===== src/hdl/hhl_pkg.sv =====
`timescale 1ns / 1ps
`default_nettype none

package hhl_pkg;

  localparam int LENGTH_BITS = 16;
  localparam int PREFIX_LEN  = 5;
  localparam int KEY_LEN     = 6;
  localparam int MIN_LEN_W   = 11;
  localparam int PAT_DEPTH   = 8;
  localparam int PAT_IDX_W   = $clog2(PAT_DEPTH);

  typedef logic [7:0]             byte_t;
  typedef logic [LENGTH_BITS-1:0] len_t;
  typedef logic [MIN_LEN_W-1:0]   min_len_t;

  localparam min_len_t MIN_LEN_RESET = min_len_t'(16);

  // "GET /"
  localparam byte_t PREFIX_PAT [PAT_DEPTH] = '{
    8'h47, 8'h45, 8'h54, 8'h20, 8'h2f, 8'h00, 8'h00, 8'h00
  };

  // "Host: "
  localparam byte_t KEY_PAT [PAT_DEPTH] = '{
    8'h48, 8'h6f, 8'h73, 8'h74, 8'h3a, 8'h20, 8'h00, 8'h00
  };

  typedef enum logic [2:0] {
    RSN_FOUND     = 3'd0,
    RSN_NOT_ESTAB = 3'd1,
    RSN_NO_NAT    = 3'd2,
    RSN_BAD_HDR   = 3'd3,
    RSN_SHORT     = 3'd4,
    RSN_NO_GET    = 3'd5,
    RSN_NO_HOST   = 3'd6
  } reason_e;

endpackage

`default_nettype wire


===== src/hdl/hhl_in_if.sv =====
`timescale 1ns / 1ps
`default_nettype none

interface hhl_in_if;
  import hhl_pkg::*;

  logic  valid;
  logic  ready;
  byte_t data_byte;
  logic  first_byte;
  logic  last_byte;
  len_t  payload_length;
  logic  established_outbound;
  logic  nat_active;
  logic  header_complete;
  logic  push_flag;
  logic  ack_flag;

  modport source (
    output valid, data_byte, first_byte, last_byte, payload_length,
           established_outbound, nat_active, header_complete, push_flag, ack_flag,
    input  ready
  );

  modport sink (
    input  valid, data_byte, first_byte, last_byte, payload_length,
           established_outbound, nat_active, header_complete, push_flag, ack_flag,
    output ready
  );
endinterface

`default_nettype wire


===== src/hdl/hhl_out_if.sv =====
`timescale 1ns / 1ps
`default_nettype none

interface hhl_out_if;
  import hhl_pkg::*;

  logic    valid;
  logic    ready;
  logic    hand_to_rewrite;
  len_t    host_key_end;
  reason_e reason;

  modport source (
    output valid, hand_to_rewrite, host_key_end, reason,
    input  ready
  );

  modport sink (
    input  valid, hand_to_rewrite, host_key_end, reason,
    output ready
  );
endinterface

`default_nettype wire


===== src/hdl/hhl_match_cell.sv =====
`timescale 1ns / 1ps
`default_nettype none

// One key character: holds "the key so far ends at the last searched byte".
module hhl_match_cell (
  input  wire logic          clk_i,
  input  wire logic          rst_ni,
  input  wire hhl_pkg::byte_t byte_i,
  input  wire hhl_pkg::byte_t pat_i,
  input  wire logic          link_i,
  input  wire logic          step_i,
  input  wire logic          restart_i,
  input  wire logic          flush_i,
  output logic               hit_o,
  output logic               match_o
);
  import hhl_pkg::*;

  logic match_d, match_q;

  assign hit_o = step_i & link_i & (byte_i == pat_i);

  always_comb begin
    if (flush_i) begin
      match_d = 1'b0;
    end else if (step_i) begin
      match_d = hit_o;
    end else if (restart_i) begin
      match_d = 1'b0;
    end else begin
      match_d = match_q;
    end
  end

  always_ff @(posedge clk_i or negedge rst_ni) begin
    if (!rst_ni) begin
      match_q <= 1'b0;
    end else begin
      match_q <= match_d;
    end
  end

  assign match_o = match_q;
endmodule

`default_nettype wire


===== src/hdl/http_get_host_header_locator.sv =====
`timescale 1ns / 1ps
`default_nettype none

// Channel  Dir  Handshake     Payload
// in_i     in   valid/ready   data_byte, first/last_byte, payload_length, qualifiers
// out_o    out  valid/ready   hand_to_rewrite, host_key_end, reason
// cfg      in   cfg_we_i      cfg_wdata_i = min_payload_len
//
// One byte per cycle unless stalled; the verdict shows the cycle after the last byte.
// The key search is a row of KEY_LEN match cells, each passing its match bit on.
// Reset clears all packet state and loads min_payload_len with 16.
// Input stalls only while a verdict waits in the output register and out_o.ready is low.
module http_get_host_header_locator (
  input  wire logic              clk_i,
  input  wire logic              rst_ni,
  hhl_in_if.sink                 in_i,
  hhl_out_if.source              out_o,
  input  wire logic              cfg_we_i,
  input  wire hhl_pkg::min_len_t cfg_wdata_i
);
  import hhl_pkg::*;

  localparam int LEN_EXT_W = LENGTH_BITS + 1;
  localparam len_t IDX_MAX = '1;

  min_len_t min_len_q;

  len_t    byte_index_d, byte_index_q;
  len_t    saved_length_d, saved_length_q;
  reason_e gate_reason_d, gate_reason_q;
  logic    prefix_ok_d, prefix_ok_q;
  logic    key_found_d, key_found_q;
  len_t    found_offset_d, found_offset_q;

  logic    out_valid_q;
  logic    hand_q;
  len_t    offset_q;
  reason_e reason_q;

  logic    accept, restart;
  len_t    cur_idx, cur_len, cur_off;
  reason_e cur_gate;
  logic    cur_ok, cur_found;
  logic    in_range, in_window, step, found_now;
  logic [LEN_EXT_W-1:0] window_end;
  reason_e verdict;

  logic [KEY_LEN-1:0] cell_hit, cell_match, cell_link;

  assign in_i.ready = ~out_valid_q | out_o.ready;
  assign accept     = in_i.valid & in_i.ready;
  assign restart    = accept & in_i.first_byte;

  always_comb begin
    if (!in_i.established_outbound) begin
      cur_gate = RSN_NOT_ESTAB;
    end else if (!in_i.nat_active) begin
      cur_gate = RSN_NO_NAT;
    end else if (!in_i.header_complete || !(in_i.push_flag | in_i.ack_flag)) begin
      cur_gate = RSN_BAD_HDR;
    end else begin
      cur_gate = RSN_FOUND;
    end
    if (!in_i.first_byte) begin
      cur_gate = gate_reason_q;
    end
  end

  assign cur_idx   = in_i.first_byte ? '0 : byte_index_q;
  assign cur_len   = in_i.first_byte ? in_i.payload_length : saved_length_q;
  assign cur_ok    = in_i.first_byte ? 1'b1 : prefix_ok_q;
  assign cur_found = in_i.first_byte ? 1'b0 : key_found_q;
  assign cur_off   = in_i.first_byte ? '0 : found_offset_q;

  assign in_range   = cur_idx < cur_len;
  assign window_end = LEN_EXT_W'(cur_idx) + LEN_EXT_W'(KEY_LEN + PREFIX_LEN);
  assign in_window  = (cur_idx >= len_t'(PREFIX_LEN + 1)) &&
                      (window_end <= LEN_EXT_W'(cur_len));
  assign step       = accept & in_range & in_window & ~cur_found;

  for (genvar k = 0; k < KEY_LEN; k++) begin : g_cell
    if (k == 0) begin : g_head
      assign cell_link[k] = 1'b1;
    end else begin : g_body
      assign cell_link[k] = cell_match[k-1] & ~in_i.first_byte;
    end

    hhl_match_cell u_cell (
      .clk_i     (clk_i),
      .rst_ni    (rst_ni),
      .byte_i    (in_i.data_byte),
      .pat_i     (KEY_PAT[k]),
      .link_i    (cell_link[k]),
      .step_i    (step),
      .restart_i (restart),
      .flush_i   (found_now),
      .hit_o     (cell_hit[k]),
      .match_o   (cell_match[k])
    );
  end

  assign found_now = cell_hit[KEY_LEN-1];

  always_comb begin
    byte_index_d   = cur_idx;
    saved_length_d = cur_len;
    gate_reason_d  = cur_gate;
    prefix_ok_d    = cur_ok;
    key_found_d    = cur_found | found_now;
    found_offset_d = found_now ? cur_idx : cur_off;
    if (in_range) begin
      if ((cur_idx < len_t'(PREFIX_LEN)) &&
          (in_i.data_byte != PREFIX_PAT[cur_idx[PAT_IDX_W-1:0]])) begin
        prefix_ok_d = 1'b0;
      end
      if (cur_idx != IDX_MAX) begin
        byte_index_d = cur_idx + len_t'(1);
      end
    end
  end

  // Verdict from the state as it stands after this byte.
  always_comb begin
    if (gate_reason_d != RSN_FOUND) begin
      verdict = gate_reason_d;
    end else if ((saved_length_d == '0) || (saved_length_d < len_t'(min_len_q))) begin
      verdict = RSN_SHORT;
    end else if (!prefix_ok_d || (byte_index_d < len_t'(PREFIX_LEN))) begin
      verdict = RSN_NO_GET;
    end else if (!key_found_d) begin
      verdict = RSN_NO_HOST;
    end else begin
      verdict = RSN_FOUND;
    end
  end

  always_ff @(posedge clk_i or negedge rst_ni) begin
    if (!rst_ni) begin
      min_len_q      <= MIN_LEN_RESET;
      byte_index_q   <= '0;
      saved_length_q <= '0;
      gate_reason_q  <= RSN_FOUND;
      prefix_ok_q    <= 1'b1;
      key_found_q    <= 1'b0;
      found_offset_q <= '0;
      out_valid_q    <= 1'b0;
    end else begin
      if (cfg_we_i) begin
        min_len_q <= cfg_wdata_i;
      end
      if (accept) begin
        byte_index_q   <= byte_index_d;
        saved_length_q <= saved_length_d;
        gate_reason_q  <= gate_reason_d;
        prefix_ok_q    <= prefix_ok_d;
        key_found_q    <= key_found_d;
        found_offset_q <= found_offset_d;
      end
      // Hold the verdict until its transfer completes.
      if (accept && in_i.last_byte) begin
        out_valid_q <= 1'b1;
      end else if (out_o.ready) begin
        out_valid_q <= 1'b0;
      end
    end
  end

  always_ff @(posedge clk_i) begin
    if (accept && in_i.last_byte) begin
      hand_q   <= (verdict == RSN_FOUND);
      offset_q <= (verdict == RSN_FOUND) ? found_offset_d : '0;
      reason_q <= verdict;
    end
  end

  assign out_o.valid           = out_valid_q;
  assign out_o.hand_to_rewrite = hand_q;
  assign out_o.host_key_end    = offset_q;
  assign out_o.reason          = reason_q;
endmodule

`default_nettype wire


===== src/flat_wrapper.sv =====
// flat-port wrapper written by rule: the top's interface ports become plain ports
module http_get_host_header_locator_flat import hhl_pkg::*;
  (clk_i, rst_ni, cfg_we_i, cfg_wdata_i, in_i_valid, in_i_data_byte, in_i_first_byte, in_i_last_byte, in_i_payload_length, in_i_established_outbound, in_i_nat_active, in_i_header_complete, in_i_push_flag, in_i_ack_flag, in_i_ready, out_o_valid, out_o_hand_to_rewrite, out_o_host_key_end, out_o_reason, out_o_ready);
  hhl_in_if in_i_i ();
  hhl_out_if out_o_i ();
  input  wire logic clk_i;
  input  wire logic rst_ni;
  input  wire logic cfg_we_i;
  input  wire hhl_pkg::min_len_t cfg_wdata_i;
  input wire logic [$bits(in_i_i.valid)-1:0] in_i_valid;
  input wire logic [$bits(in_i_i.data_byte)-1:0] in_i_data_byte;
  input wire logic [$bits(in_i_i.first_byte)-1:0] in_i_first_byte;
  input wire logic [$bits(in_i_i.last_byte)-1:0] in_i_last_byte;
  input wire logic [$bits(in_i_i.payload_length)-1:0] in_i_payload_length;
  input wire logic [$bits(in_i_i.established_outbound)-1:0] in_i_established_outbound;
  input wire logic [$bits(in_i_i.nat_active)-1:0] in_i_nat_active;
  input wire logic [$bits(in_i_i.header_complete)-1:0] in_i_header_complete;
  input wire logic [$bits(in_i_i.push_flag)-1:0] in_i_push_flag;
  input wire logic [$bits(in_i_i.ack_flag)-1:0] in_i_ack_flag;
  output wire logic [$bits(in_i_i.ready)-1:0] in_i_ready;
  output wire logic [$bits(out_o_i.valid)-1:0] out_o_valid;
  output wire logic [$bits(out_o_i.hand_to_rewrite)-1:0] out_o_hand_to_rewrite;
  output wire logic [$bits(out_o_i.host_key_end)-1:0] out_o_host_key_end;
  output wire logic [$bits(out_o_i.reason)-1:0] out_o_reason;
  input wire logic [$bits(out_o_i.ready)-1:0] out_o_ready;
  assign in_i_i.valid = in_i_valid;
  assign in_i_i.data_byte = in_i_data_byte;
  assign in_i_i.first_byte = in_i_first_byte;
  assign in_i_i.last_byte = in_i_last_byte;
  assign in_i_i.payload_length = in_i_payload_length;
  assign in_i_i.established_outbound = in_i_established_outbound;
  assign in_i_i.nat_active = in_i_nat_active;
  assign in_i_i.header_complete = in_i_header_complete;
  assign in_i_i.push_flag = in_i_push_flag;
  assign in_i_i.ack_flag = in_i_ack_flag;
  assign in_i_ready = in_i_i.ready;
  assign out_o_valid = out_o_i.valid;
  assign out_o_hand_to_rewrite = out_o_i.hand_to_rewrite;
  assign out_o_host_key_end = out_o_i.host_key_end;
  assign out_o_reason = out_o_i.reason;
  assign out_o_i.ready = out_o_ready;
  http_get_host_header_locator u_core (.clk_i(clk_i), .rst_ni(rst_ni), .in_i(in_i_i), .out_o(out_o_i), .cfg_we_i(cfg_we_i), .cfg_wdata_i(cfg_wdata_i));
endmodule

===== config.mk =====
export PLATFORM = sky130hd
export DESIGN_NAME = http_get_host_header_locator_flat
export DESIGN_NICKNAME = d
export VERILOG_FILES = /design/src/hdl/hhl_pkg.sv /design/src/hdl/hhl_in_if.sv /design/src/hdl/hhl_out_if.sv /design/src/hdl/hhl_match_cell.sv /design/src/hdl/http_get_host_header_locator.sv /design/src/flat_wrapper.sv
export SDC_FILE = /design/constraint.sdc
export NUM_CORES = 1
export LEC_CHECK = 0
export BUFFER_PORTS_ARGS = -buffer_cell sky130_fd_sc_hd__buf_2
export CORE_UTILIZATION = 47
export CTS_CLUSTER_DIAMETER = 40
export DETAILED_ROUTE_END_ITERATION = 7
export PLACE_DENSITY = 0.77
export SLEW_MARGIN = 30
export SYNTH_ARGS = -nofsm -noshare
export SYNTH_HDL_FRONTEND = slang
export SYNTH_SLANG_ARGS = --single-unit
export TNS_END_PERCENT = 10

===== constraint.sdc =====
create_clock -name clk_i -period 3.98 [get_ports clk_i]
set_input_delay 0 -clock clk_i [delete_from_list [all_inputs] [get_ports clk_i]]
set_output_delay 0 -clock clk_i [all_outputs]
set_load 0.02 [all_outputs]

; ---- After elaboration in Yosys (flattened, before gate mapping)
; Memory sizes are Yosys's and may differ from the RTL's.
; Index checks and enable logic that the tools add are counted.
[classes]
addsub = 2
order_cmp = 7
eq_ne = 8
mux = 33
bitwise = 28
reduce_logical = 14
[op_table]
columns = cell, n
row1 = two-way mux 16 bit, 6
row2 = equality test 8 x 7 -> 1 bit (second input constant), 4
row3 = less-than comparator 16 x 3 -> 1 bit (second input constant), 2
row4 = bitwise AND 1 bit, 21
row5 = two-way mux 3 bit, 7
row6 = adder 16 x 4 -> 17 bit (second input constant), 1
row7 = less-or-equal comparator 17 x 16 -> 1 bit, 1
row8 = two-way mux 1 bit, 17
row9 = adder 16 x 1 -> 16 bit (second input constant), 1
row10 = equality test 8 x 6 -> 1 bit (second input constant), 2
row11 = >= comparator 16 x 3 -> 1 bit (second input constant), 1
row12 = zero test 16 bit, 1
row13 = less-than comparator 16 x 11 -> 1 bit, 1
row14 = less-than comparator 16 bit, 1
row15 = two-way mux 8 bit, 2
row16 = != test 16 bit (second input constant), 1
row17 = != test 8 bit, 1
row18 = nonzero test 3 bit, 2
row19 = >= comparator 4 bit (second input constant), 1
row20 = NOT 3 -> 4 bit, 1
row21 = logical AND 1 bit, 3
row22 = zero test 1 bit, 3
row23 = zero test 3 bit, 1
row24 = logical OR 1 bit, 3
row25 = other kinds (4), 8
[word_totals]
regBits = 90
rom_bits = 64
in_bits = 47
output_inout_bits = 22
elab_cells = 109
mem_count = 1
[memory_table]
columns = name, depth, width, read_ports, rd_clocked_by_memory_dff, write_ports, line_no
row1 = (name not given), 8, 8, 1, 0, 0, http_get_host_header_locator.sv:113  ; (in_i.data_byte != PREFIX_PAT[cur_idx[PAT_IDX_W-1:0]])) begin

; ---- Logic depth before layout (Yosys ltp)
; Gate-level depths: netlist of the first run.
[depth]
depth_word = 15
mapped_depth = 21
ltp_nobuf = 18

; ---- Cells and area by module
; A second synthesis of the first run with hierarchy kept.
[unflattened]
cells_unflattened = 839
area_unflattened_um2 = 7114.3
[by_module_without_submodules]
columns = mod, instances, cells_per_inst, area_per_inst_um2, seq_area_each_um2
row1 = http_get_host_header_locator, 1, 737, 6236.0, 2229.6
row2 = hhl_match_cell, 6, 17, 146.4, 25.0

; ---- Worst setup path after synthesis of the first run
; Ideal clock, no wire load.
[synth_timing]
path_type = register to register
startpoint = register u_core.byte_index_q[7]
endpoint = register u_core.offset_q[0], in the netlist u_core.out_o.host_key_end[0], data pin
setup_ns = 0.150
t_arrival_ns = 3.711
t_required_ns = 3.830
path_slack_ns = 0.119
path_stages_with_launch = 21
path_buffers = 3
synth_period_minus_slack_ns = 3.861
cell_sequence = dfrtp_1 nor2b_1 clkbuf_1 nand4_1 nor2_1 nand3_1 nor2_1 nand2_1 xnor2_1 ha_1 o21ai_0 nand2b_1 a21oi_1 a21oi_1 a2111o_1 nor3_2 buf_4 a21o_4 nand3_2 buf_4 nor3_2
[synth_between]
elab_chain_cells = 14
elab_cells_between_ends = 29
cone_classes = add/sub: 2 / order compare: 5 / eq/ne: 1 / mux: 10 / bitwise: 6 / reduce/logical: 5
[synth_lines]
columns = item, line_no
row1 = "start, declared", http_get_host_header_locator.sv:28  ; len_t byte_index_d, byte_index_q;
row2 = "start signal, assigned", http_get_host_header_locator.sv:152  ; byte_index_q <= byte_index_d;
row3 = two-way mux 16 bit (*), http_get_host_header_locator.sv:69  ; assign cur_idx = in_i.first_byte ? '0 : byte_index_q;
row4 = adder 16 x 4 -> 17 bit, http_get_host_header_locator.sv:76  ; assign window_end = LEN_EXT_W'(cur_idx) + LEN_EXT_W'(KEY_LEN + PREFIX_LEN);
row5 = less-or-equal comparator 17 x 16 -> 1 bit, http_get_host_header_locator.sv:78  ; (window_end <= LEN_EXT_W'(cur_len));
row6 = logical AND 1 bit, http_get_host_header_locator.sv:77  ; assign in_window = (cur_idx >= len_t'(PREFIX_LEN + 1)) &&
row7 = bitwise AND 1 bit (2 in series), http_get_host_header_locator.sv:79  ; assign step = accept & in_range & in_window & ~cur_found;
row8 = bitwise AND 1 bit (2 in series), hhl_match_cell.sv:21  ; assign hit_o = step_i & link_i & (byte_i == pat_i);
row9 = bitwise OR 1 bit, http_get_host_header_locator.sv:109  ; key_found_d = cur_found | found_now;
row10 = two-way mux 3 bit, http_get_host_header_locator.sv:130  ; end else if (!key_found_d) begin
row11 = two-way mux 3 bit, http_get_host_header_locator.sv:128  ; end else if (!prefix_ok_d || (byte_index_d < len_t'(PREFIX_LEN))) begin
row12 = two-way mux 3 bit, http_get_host_header_locator.sv:126  ; end else if ((saved_length_d == '0) || (saved_length_d < len_t'(min_len_q))) begin
row13 = two-way mux 3 bit, http_get_host_header_locator.sv:124  ; if (gate_reason_d != RSN_FOUND) begin
row14 = zero test 3 bit, http_get_host_header_locator.sv:171  ; offset_q <= (verdict == RSN_FOUND) ? found_offset_d : '0;
row15 = "end signal, assigned", http_get_host_header_locator.sv:171
row16 = "end, declared", http_get_host_header_locator.sv:37  ; len_t offset_q;
; Mark *: on every way between the ends. The rest lies on a longest branch, timed or not.
; A chain may end at the register's enable or synchronous reset.

; ---- Worst setup path after layout of the first run
[layout_timing]
startpoint = register u_core.byte_index_q[8]
endpoint = register u_core.offset_q[11], in the netlist u_core.out_o.host_key_end[11], data pin
; Same word-level chain as after synthesis.

==> reports/summary.txt, run 1 <==
minimum clock period after layout: 3870 ps
count of state elements after synthesis: 90
HPWL after detailed placement: 11600 um
initial standard-cell utilization of the core: 0.491
FFs w/ async S/R, synth: 0.778
min-delay worst type: in2reg
die area: 13200 um2
status: finished, final reports clean
DIE WIDTH: 115 um
standby leakage power: 3.30 nW
total inserted antenna cells: 0
mean instance size in the synthesized netlist: 9.15 um2
critical path class: reg2reg
Core Footprint: 12200 um2
IO Pins: 69
actual transition at the worst max-transition pin: 754 ps
total design power: 2.61 mW
part of the Yosys area used for sequential elements: 0.392
data required time at the worst endpoint: 4140 ps
vias in the first global route: 5412
routed wire length: 15700 um
pin count of the biggest net entering global routing: 67
period utilization: 0.972
delay of the slowest cell on the worst path: 630 ps
total standard cell area after synthesis: 6000 um2
cell breakdown of the critical path: nor2b_1, buf_4, ha_1, a211o_1, a21oi_1, nor2_1, or4_4, or3_4, a2111o_1, nand4_2, o21ai_4, buf_12, nor4_1
number of violations reported at the end of detailed-routing iteration 0: 413
count of yosys warnings during synthesis: 0
DRT Pass-1 Iters: 5
CP Data Arrival Time: 4030 ps
row count: 40
clock buffers created by TritonCTS: 9
Synth cell types: 65
overall via count from detail_route: 5538
routed length per instance: 16.5 um
share of layout cells above drive strength 1: 0.231
max_slew headroom: 0.496
signed area change from the synthesized netlist to the final layout: 22.9%
power density relative to cell area: 354 nW/um2
clock sink total: 90
global-route wire length before repair: 25600 um
critical-path cell with the highest stage delay: sky130_fd_sc_hd__or4_4
hold violation total from the final report: 0
buffers added on ports: 68
Fill cells: 1056
clock latency of the later-clocked register in the worst-skew pair: 360 ps
count of final max-slew check failures: 0
Synth Instances: 656
VDD IR max: 0.000333 V
TritonCTS clock tree: yes
Main synth FF type: sky130_fd_sc_hd__dfrtp_1
most common cell after layout, fill and taps aside: sky130_fd_sc_hd__nand2_1
number of antenna violations at the first check in global routing: 0
synthesized netlist net count: 747
Final Net Count: 868
maximum operating frequency: 258 MHz
CTS Root Buffer Type: sky130_fd_sc_hd__clkbuf_16
height of the die: 115 um
area taken by multi-input logic gates: 3350 um2
total gr overflow: 0
clock slew seen by the registers of the worst setup and hold paths: 70 ps
weighted congestion at the end of routability-driven global placement: 0.966
Crit. End Element: flip-flop
startpoint kind of the worst setup timing path: flip-flop
final core utilization: 0.604
setup-violating endpoint count in the final report: 0
highest fanout seen on the critical path: 17
DR vias/cell: 5.83
maximum level of the CTS H-tree: 3
total global routing track utilization: 0.250
DRC violations left: 0
Layout Skew: 10.4 ps
number of max-capacitance violations reported: 0
most frequent cells in the layout: sky130_fd_sc_hd__nand2_1, sky130_fd_sc_hd__o21ai_0, sky130_fd_sc_hd__buf_2
residual antenna-violating net count after detailed routing: 0
number of enable-type register cells in the synthesized netlist: 20
area occupied by registers: 2360 um2
number of buffers on the longest clock path: 2
==> repair_timing <==
| action | CTS | global route |
|---|---|---|
| buffers inserted | 0 | 1 |
| hold endpoints to repair | 56 | 0 |
| gates resized for setup | 2 | 16 |
| gates cloned | 0 | 0 |
| endpoints found under the setup margin | 14 | 34 |
| hold buffers | 21 | 0 |
| pin swaps | 0 | 2 |
==> logic make-up (layout without fill, tap and decap cells) <==
logic type               count (synthesis)  in the layout  synth area share
AO/OA/AOI/OAI                          149            149             0.155
buffers and inverters                   70            196            0.0599
adder cells (fa/ha/maj)                 44             44            0.0918
flip-flops                              90             90             0.392
multiplexers                            37             37            0.0619
AND/OR/NAND/NOR                        248            248             0.213
XOR/XNOR                                18             18            0.0263
==> critical path, delay by kind of cell, from the launching register on <==
family          cells  cell delay (ps)
buf+inv             2              340
simple gates        6             1780
fa+ha+maj           1              170
flops               1              440
compound gates      4              930
==> state kept, by name, summed over array words and instances (netlist names), 3 cells and up <==
name	flops
u_core.found_offset_q	16
u_core.out_o.reason	3
u_core.gate_reason_q	3
u_core.saved_length_q	16
u_core.out_o.host_key_end	16
u_core.min_len_q	11
u_core.g_cell.u_cell.match_o	5
u_core.byte_index_q	16
==> stage by stage <==
| step | cells | worst slack [ps] | hold slack (ps) | TNS (ps) | area (um2) |
|---|---|---|---|---|---|
| global placement | 912 | 88.6 | 184 | 0 | 6790 |
| finish | 950 | 110 | 9.56 | 0 | 7370 |
| global route | 950 | -22.4 | 41.6 | -76.3 | 7370 |
| detailed placement | 912 | -59.3 | 205 | -194 | 6790 |
| floorplan | 656 | 119 | -296 | 0 | 6000 |
| CTS | 949 | 5.37 | 2.74 | 0 | 7300 |
==> metal layers <==
metal,up-vias,wire length (um),share of wire,track usage
met4,0,519,0.033,0.115
met3,46,1070,0.068,0.0517
li1,2606,-,-,-
met2,244,7430,0.47,0.413
met5,-,0,0,0
met1,2642,6690,0.43,0.316
==> synth_stat cells, types with 3 or more instances <==
cell type                   instances  share of area
sky130_fd_sc_hd__o22ai_1            3         0.0031
sky130_fd_sc_hd__inv_1             34          0.021
sky130_fd_sc_hd__o31ai_1            4         0.0050
sky130_fd_sc_hd__dfrtp_1           68           0.28
sky130_fd_sc_hd__xnor2_1           12          0.018
sky130_fd_sc_hd__o21a_1             5         0.0063
sky130_fd_sc_hd__ha_1              44          0.092
sky130_fd_sc_hd__nor2b_1           17          0.018
sky130_fd_sc_hd__nand2_1           91          0.057
sky130_fd_sc_hd__nor3_2            10          0.017
sky130_fd_sc_hd__buf_4              5         0.0063
sky130_fd_sc_hd__a21oi_1           27          0.023
sky130_fd_sc_hd__edfxtp_1          20           0.10
sky130_fd_sc_hd__buf_6             10          0.019
sky130_fd_sc_hd__o21ai_0           70          0.058
sky130_fd_sc_hd__nor3_1            15          0.013
sky130_fd_sc_hd__o2111ai_1          3         0.0044
sky130_fd_sc_hd__and3_1             4         0.0042
sky130_fd_sc_hd__xor2_1             6         0.0088
sky130_fd_sc_hd__nor4_1            13          0.014
sky130_fd_sc_hd__nand4_1           16          0.017
sky130_fd_sc_hd__a21o_1             9          0.011
sky130_fd_sc_hd__mux2i_1           36          0.060
sky130_fd_sc_hd__nand3_1           14          0.012
sky130_fd_sc_hd__nor2_1            42          0.026
sky130_fd_sc_hd__a22o_1             5         0.0073
sky130_fd_sc_hd__clkbuf_1          17          0.011
sky130_fd_sc_hd__a31oi_1            3         0.0031
sky130_fd_sc_hd__nand2b_1           6         0.0063
==> area by class of cell <==
| class | instances | share of cell area |
|---|---|---|
| Clock buffer | 10 | 0.0324 |
| Clock inverter | 6 | 0.00764 |
| Inverter | 34 | 0.0173 |
| Multi-Input combinational cell | 496 | 0.454 |
| Sequential cell | 90 | 0.320 |
| Tap cell | 168 | 0.0285 |
| Timing Repair Buffer | 146 | 0.140 |
==> path summary, 6_finish.rpt <==
path / slack [ps] / startpoint / endpoint / depth (start not counted)
min in group asynchronous: 170 / rst_ni / u_core.min_len_q[3]$_DFFE_PN0P_ / 2
max in group asynchronous: 2970 / rst_ni / u_core.prefix_ok_q$_DFFE_PN1P_ / 3
worst max register to register: 110 / u_core.byte_index_q[8]$_DFFE_PN0P_ / u_core.out_o.host_key_end[11]$_SDFFCE_PP0P_ / 13
worst min register to register: 480 / u_core.saved_length_q[14]$_DFFE_PN0P_ / u_core.saved_length_q[14]$_DFFE_PN0P_ / 2
worst min-delay path: 10 / in_i_data_byte[7] / u_core.g_cell[0].u_cell.match_o$_DFFE_PN0P_ / 4
worst max-delay path: 110 / u_core.byte_index_q[8]$_DFFE_PN0P_ / u_core.out_o.host_key_end[11]$_SDFFCE_PP0P_ / 13
==> where the power goes <==
group | total [mW] | leakage (nW) | internal (mW) | switching, mW
clock | 0.859 | 0.144 | 0.455 | 0.405
sequential | 1.06 | 1.09 | 1.02 | 0.0444
combinational | 0.693 | 2.07 | 0.286 | 0.407
No activity file was read; power rests on OpenSTA's default activity.
==> run 2: changes to the inputs <==
--- a/config.mk
+++ b/config.mk
@@ -6,10 +6,10 @@
 export NUM_CORES = 1
 export LEC_CHECK = 0
 export BUFFER_PORTS_ARGS = -buffer_cell sky130_fd_sc_hd__buf_2
-export CORE_UTILIZATION = 47
+export CORE_UTILIZATION = 30
 export CTS_CLUSTER_DIAMETER = 40
 export DETAILED_ROUTE_END_ITERATION = 7
-export PLACE_DENSITY = 0.77
+export PLACE_DENSITY = 0.56
 export SLEW_MARGIN = 30
 export SYNTH_ARGS = -nofsm -noshare
 export SYNTH_HDL_FRONTEND = slang
==> reports/summary.txt, run 2 (synthesis gave the netlist of run 1 again) <==
status: finished, final reports clean
actual transition at the worst max-transition pin: 859 ps
overall via count from detail_route: 5289
routed wire length: 16800 um
height of the die: 143 um
met3 wire len: 760 um
Core Footprint: 19500 um2
met2 wire len: 7630 um
highest fanout seen on the critical path: 7
DRT Pass-1 Iters: 5
critical-path cell with the highest stage delay: sky130_fd_sc_hd__a2111o_1
cell breakdown of the critical path: inv_1, nor2_1, inv_1, xnor2_1, ha_1, a21o_1, a21o_1, a21oi_1, o2111ai_1, a2111o_1, nor3_4, a21o_4, nand3_4, buf_12, nor3_2
global-route wire length before repair: 27600 um
HPWL after detailed placement: 12300 um
total global routing track utilization: 0.173
clock sink total: 90
startpoint kind of the worst setup timing path: flip-flop
DRC violations left: 0
CP Data Arrival Time: 4010 ps
Layout Skew: 9.25 ps
highest layer used for signal routing: met4
VDD IR max: 0.000180 V
hold violation total from the final report: 0
IO Pins: 69
DIE WIDTH: 143 um
maximum level of the CTS H-tree: 3
share of layout cells above drive strength 1: 0.250
delay of the slowest cell on the worst path: 510 ps
number of max-capacitance violations reported: 0
number of buffers on the longest clock path: 2
count of final max-slew check failures: 0
clock latency of the later-clocked register in the worst-skew pair: 360 ps
total gr overflow: 0
DR vias/cell: 4.97
maximum operating frequency: 263 MHz
max_slew headroom: 0.426
data required time at the worst endpoint: 4180 ps
residual antenna-violating net count after detailed routing: 0
most common cell after layout, fill and taps aside: sky130_fd_sc_hd__nand2_1
pin count of the biggest net entering global routing: 71
number of antenna violations at the first check in global routing: 0
setup-violating endpoint count in the final report: 0
clock buffers created by TritonCTS: 9
buffers added on ports: 68
number of buffers and inverters on the critical path: 3
tightest hold margin: 6.98 ps
critical path class: reg2reg
standby leakage power: 3.40 nW
clock slew seen by the registers of the worst setup and hold paths: 70 ps
signed area change from the synthesized netlist to the final layout: 27.8%
register-to-register setup slack: 170 ps
CTS Root Buffer Type: sky130_fd_sc_hd__clkbuf_16
Final Net Count: 885
Layout Cells excl Fill: 1064
Post-Route M1 WL: 8030 um
minimum clock period after layout: 3810 ps
Crit. End Element: flip-flop
total inserted antenna cells: 0
weighted congestion at the end of routability-driven global placement: 0.930
initial standard-cell utilization of the core: 0.307
Inst Count DP: 1017
min-delay worst type: in2reg
die area: 20600 um2
TritonCTS clock tree: yes
number of violations reported at the end of detailed-routing iteration 0: 327
power density relative to cell area: 349 nW/um2
routed length per instance: 15.8 um
most frequent cells in the layout: sky130_fd_sc_hd__nand2_1, sky130_fd_sc_hd__o21ai_0, sky130_fd_sc_hd__buf_2
vias in the first global route: 5282
row count: 51
cell family with most CP delay: compound AO/OA/AOI/OAI gates
period utilization: 0.956
-- run 2: cell types whose count changed in the layout (fill, tap and decap cells not counted), sizes merged --
cell	previous run	this run
buf	125	139
bufinv	0	1
clkinv	1	2
dlygate4sd3	21	22
inv	38	37
nand3	15	16
-- run 2: path summary, 6_finish.rpt --
path	from	cells after the start	to
setup / recovery	u_core.byte_index_q[6]$_DFFE_PN0P_	15	u_core.out_o.host_key_end[3]$_SDFFCE_PP0P_
hold / removal	in_i_data_byte[7]	4	u_core.g_cell[2].u_cell.match_o$_DFFE_PN0P_
setup reg to reg	u_core.byte_index_q[6]$_DFFE_PN0P_	15	u_core.out_o.host_key_end[3]$_SDFFCE_PP0P_
hold reg to reg	u_core.saved_length_q[11]$_DFFE_PN0P_	2	u_core.saved_length_q[11]$_DFFE_PN0P_
max in group asynchronous	rst_ni	3	u_core.byte_index_q[6]$_DFFE_PN0P_
min in group asynchronous	rst_ni	3	u_core.min_len_q[3]$_DFFE_PN0P_
-- run 2: tightest hold or removal path: stages --
cell and delay, ps:
sky130_fd_sc_hd__buf_2 110, sky130_fd_sc_hd__nor4b_1 60, sky130_fd_sc_hd__nand4_1 80, sky130_fd_sc_hd__o21ai_0 70
-- run 2: layout make-up --
cell class              instances  area, um2
fillers                      2033      11900
clock inverters                 7       85.1
well taps                     265        332
multi-input cells             497       3370
clock buffers                   9        225
repair buffers                162       1170
flip-flops and latches         90       2360
inverters                      34        128
-- run 2: stage by stage --
stage	setup slack, ps	power [mW]	instance area [um2]	util	TNS, ps
after floorplan	119	1.50	6000	-	0
after CTS	13.6	2.69	7520	0.385	0
after global placement	-33.1	1.75	6960	0.356	-405
after detailed placement	-64.3	1.75	6960	0.356	-823
final	174	2.68	7670	0.393	0
after global routing	-13.5	2.84	7670	0.393	-26.3
-- run 2: what timing repair did --
| item | in CTS | in global routing |
|---|---|---|
| gates cloned | 1 | 2 |
| buffers inserted | 0 | 6 |
| hold buffers | 22 | 0 |
| resized for setup | 5 | 21 |
| hold endpoints to repair | 85 | 0 |
| pin swaps | 1 | 6 |
| endpoints found under the setup margin | 24 | 33 |
-- run 2: power breakdown --
part / switching [mW] / internal, mW
clock: 0.406 / 0.500
combinational: 0.422 / 0.297
sequential: 0.0359 / 1.02
total: 0.864 / 1.81
-- run 2: routing by layer --
metal / vias up / track usage
li1: 2645 / -
met1: 2502 / 0.239
met2: 114 / 0.271
met5: - / 0
met3: 28 / 0.0310
met4: 0 / 0.0616
==> run 3: changes to the inputs <==
--- a/config.mk
+++ b/config.mk
@@ -5,11 +5,12 @@
 export SDC_FILE = /design/constraint.sdc
 export NUM_CORES = 1
 export LEC_CHECK = 0
-export BUFFER_PORTS_ARGS = -buffer_cell sky130_fd_sc_hd__buf_2
 export CORE_UTILIZATION = 30
 export CTS_CLUSTER_DIAMETER = 40
 export DETAILED_ROUTE_END_ITERATION = 7
-export PLACE_DENSITY = 0.56
+export DONT_BUFFER_PORTS = 1
+export GPL_TIMING_DRIVEN = 0
+export PLACE_DENSITY = 0.53
 export SLEW_MARGIN = 30
 export SYNTH_ARGS = -nofsm -noshare
 export SYNTH_HDL_FRONTEND = slang
==> reports/summary.txt, run 3 (synthesis gave the netlist of run 1 again) <==
status: complete, but fails checks
violations in the final reports: negative setup slack
data required time at the worst endpoint: 4190 ps
maximum level of the CTS H-tree: 3
number of antenna violations at the first check in global routing: 0
final core utilization: 0.387
die area: 20600 um2
Layout Cells excl Fill: 996
routed wire length: 17500 um
residual antenna-violating net count after detailed routing: 0
pin count of the biggest net entering global routing: 71
signed area change from the synthesized netlist to the final layout: 26.0%
beginning of the worst hold path: in_i_payload_length[8]
standby leakage power: 3.20 nW
most common cell after layout, fill and taps aside: sky130_fd_sc_hd__nand2_1
critical path class: reg2reg
row count: 51
register-to-register setup slack: -5 ps
power density relative to cell area: 340 nW/um2
overall via count from detail_route: 5127
setup repair after global routing missed its margin: yes
number of max-capacitance violations reported: 0
Top cell by count, worst path: sky130_fd_sc_hd__nor3_2
buffers added on ports: 0
clock slew seen by the registers of the worst setup and hold paths: 70 ps
max_slew headroom: 0.475
reg-to-reg endpoint: u_core.out_o.host_key_end[2]$_SDFFCE_PP0P_
critical-path cell with the highest stage delay: sky130_fd_sc_hd__a2111o_1
clock sink total: 90
area of all placed cells without fillers: 7560 um2
routed length per instance: 17.6 um
tightest hold margin: 8.92 ps
CTS Root Buffer Type: sky130_fd_sc_hd__clkbuf_16
launching point of the worst reg2reg path: u_core.byte_index_q[9]$_DFFE_PN0P_
VDD IR max: 0.000222 V
clock latency of the later-clocked register in the worst-skew pair: 350 ps
number of buffers on the longest clock path: 2
cell breakdown of the critical path: nand4b_1, or2_4, nor2_4, nand4_1, nor3_2, xnor2_1, ha_1, nand3_2, nor4b_4, a21oi_2, a2111o_1, nor3_2, buf_6, a21o_4, nand3_4, clkbuf_16, nor3_4
Worst Reg-to-Reg Cells: 17
DRC violations left: 0
most frequent cells in the layout: sky130_fd_sc_hd__nand2_1, sky130_fd_sc_hd__dfrtp_1, sky130_fd_sc_hd__o21ai_0
count of final max-slew check failures: 0
maximum operating frequency: 251 MHz
startpoint kind of the worst setup timing path: flip-flop
clock buffers created by TritonCTS: 9
global-route wire length before repair: 27200 um
share of layout cells above drive strength 1: 0.179
TritonCTS clock tree: yes
Crit. End Element: flip-flop
Placement Cell Area: 6340 um2
total design power: 2.57 mW
Hold Path End: u_core.saved_length_q[8]$_DFFE_PN0P_
Inst Count DP: 921
cell depth of the worst min-delay path: 2
vias in the first global route: 4913
DRT Pass-1 Iters: 4
setup-violating endpoint count in the final report: 4
IO Pins: 69
final worst setup slack: -4.80 ps
delay of the slowest cell on the worst path: 490 ps
Core Footprint: 19500 um2
minimum clock period after layout: 3980 ps
Layout Skew: 12.5 ps
highest fanout seen on the critical path: 6
weighted congestion at the end of routability-driven global placement: 0.926
HPWL after detailed placement: 12500 um
total inserted antenna cells: 0
CP Data Arrival Time: 4190 ps
height of the die: 143 um
actual transition at the worst max-transition pin: 787 ps
number of violations reported at the end of detailed-routing iteration 0: 257
total gr overflow: 0
hold violation total from the final report: 0
DR vias/cell: 5.15
period utilization: 1.00
initial standard-cell utilization of the core: 0.307
total global routing track utilization: 0.174
DIE WIDTH: 143 um
Final Net Count: 817
min-delay worst type: in2reg
[run 3: power breakdown]
part	internal (mW)	leakage [nW]	switching (mW)
sequential	1.02	1.09	0.0471
combinational	0.256	1.97	0.430
clock	0.428	0.136	0.392
[run 3: worst max-delay path: cells and delay by family (launching register included)]
family	cells	cell delay [ps]
AO/OA/AOI/OAI	3	700
XOR/XNOR	1	100
adder cells (fa/ha/maj)	1	320
buffers and inverters	2	390
flip-flops	1	440
AND/OR/NAND/NOR	10	1870
[run 3: layout make-up]
type | instances | area [um2]
Fill cell | 2014 | 12000
Multi-Input combinational cell | 498 | 3650
Sequential cell | 90 | 2360
Timing Repair Buffer | 57 | 543
Tap cell | 265 | 332
Buffer | 36 | 274
Clock buffer | 10 | 229
Inverter | 34 | 128
Clock inverter | 6 | 42.5
[run 3: per-stage QoR]
step	setup slack (ps)	TNS, ps
2_1_floorplan	119	0
5_1_grt	-222	-5560
4_1_cts	14.6	0
6_report	-4.80	-11.5
3_3_place_gp	-1670	-50270
3_5_place_dp	-1090	-34760
[run 3: worst max-delay path by stage]
stage	cells past startpoint	end	startpoint
4_1_cts	15	u_core.out_o.hand_to_rewrite$_DFFE_PP_	in_i_first_byte
3_3_place_gp	16	u_core.out_o.host_key_end[8]$_SDFFCE_PP0P_	in_i_first_byte
5_1_grt	21	u_core.out_o.host_key_end[2]$_SDFFCE_PP0P_	u_core.byte_index_q[2]$_DFFE_PN0P_
6_report	17	u_core.out_o.host_key_end[2]$_SDFFCE_PP0P_	u_core.byte_index_q[9]$_DFFE_PN0P_
3_5_place_dp	16	u_core.out_o.hand_to_rewrite$_DFFE_PP_	in_i_first_byte
2_1_floorplan	20	u_core.out_o.host_key_end[0]$_SDFFCE_PP0P_	u_core.byte_index_q[7]$_DFFE_PN0P_
[run 3: what timing repair did]
action | 4_1_cts | 5_1_grt
gates resized for setup | 41 | 52
hold buffers | 32 | 0
setup endpoints to repair | 42 | 35
cloned | 1 | 2
pin swaps | 5 | 23
setup buffers | 5 | 19
hold endpoints to repair | 94 | 0
[run 3: layer usage]
layer | up-vias | track usage | share of wire
met5 | - | 0 | 0
met4 | 0 | 0.0633 | 0.020
met3 | 24 | 0.0290 | 0.046
met2 | 114 | 0.274 | 0.45
met1 | 2480 | 0.238 | 0.48
li1 | 2509 | - | -
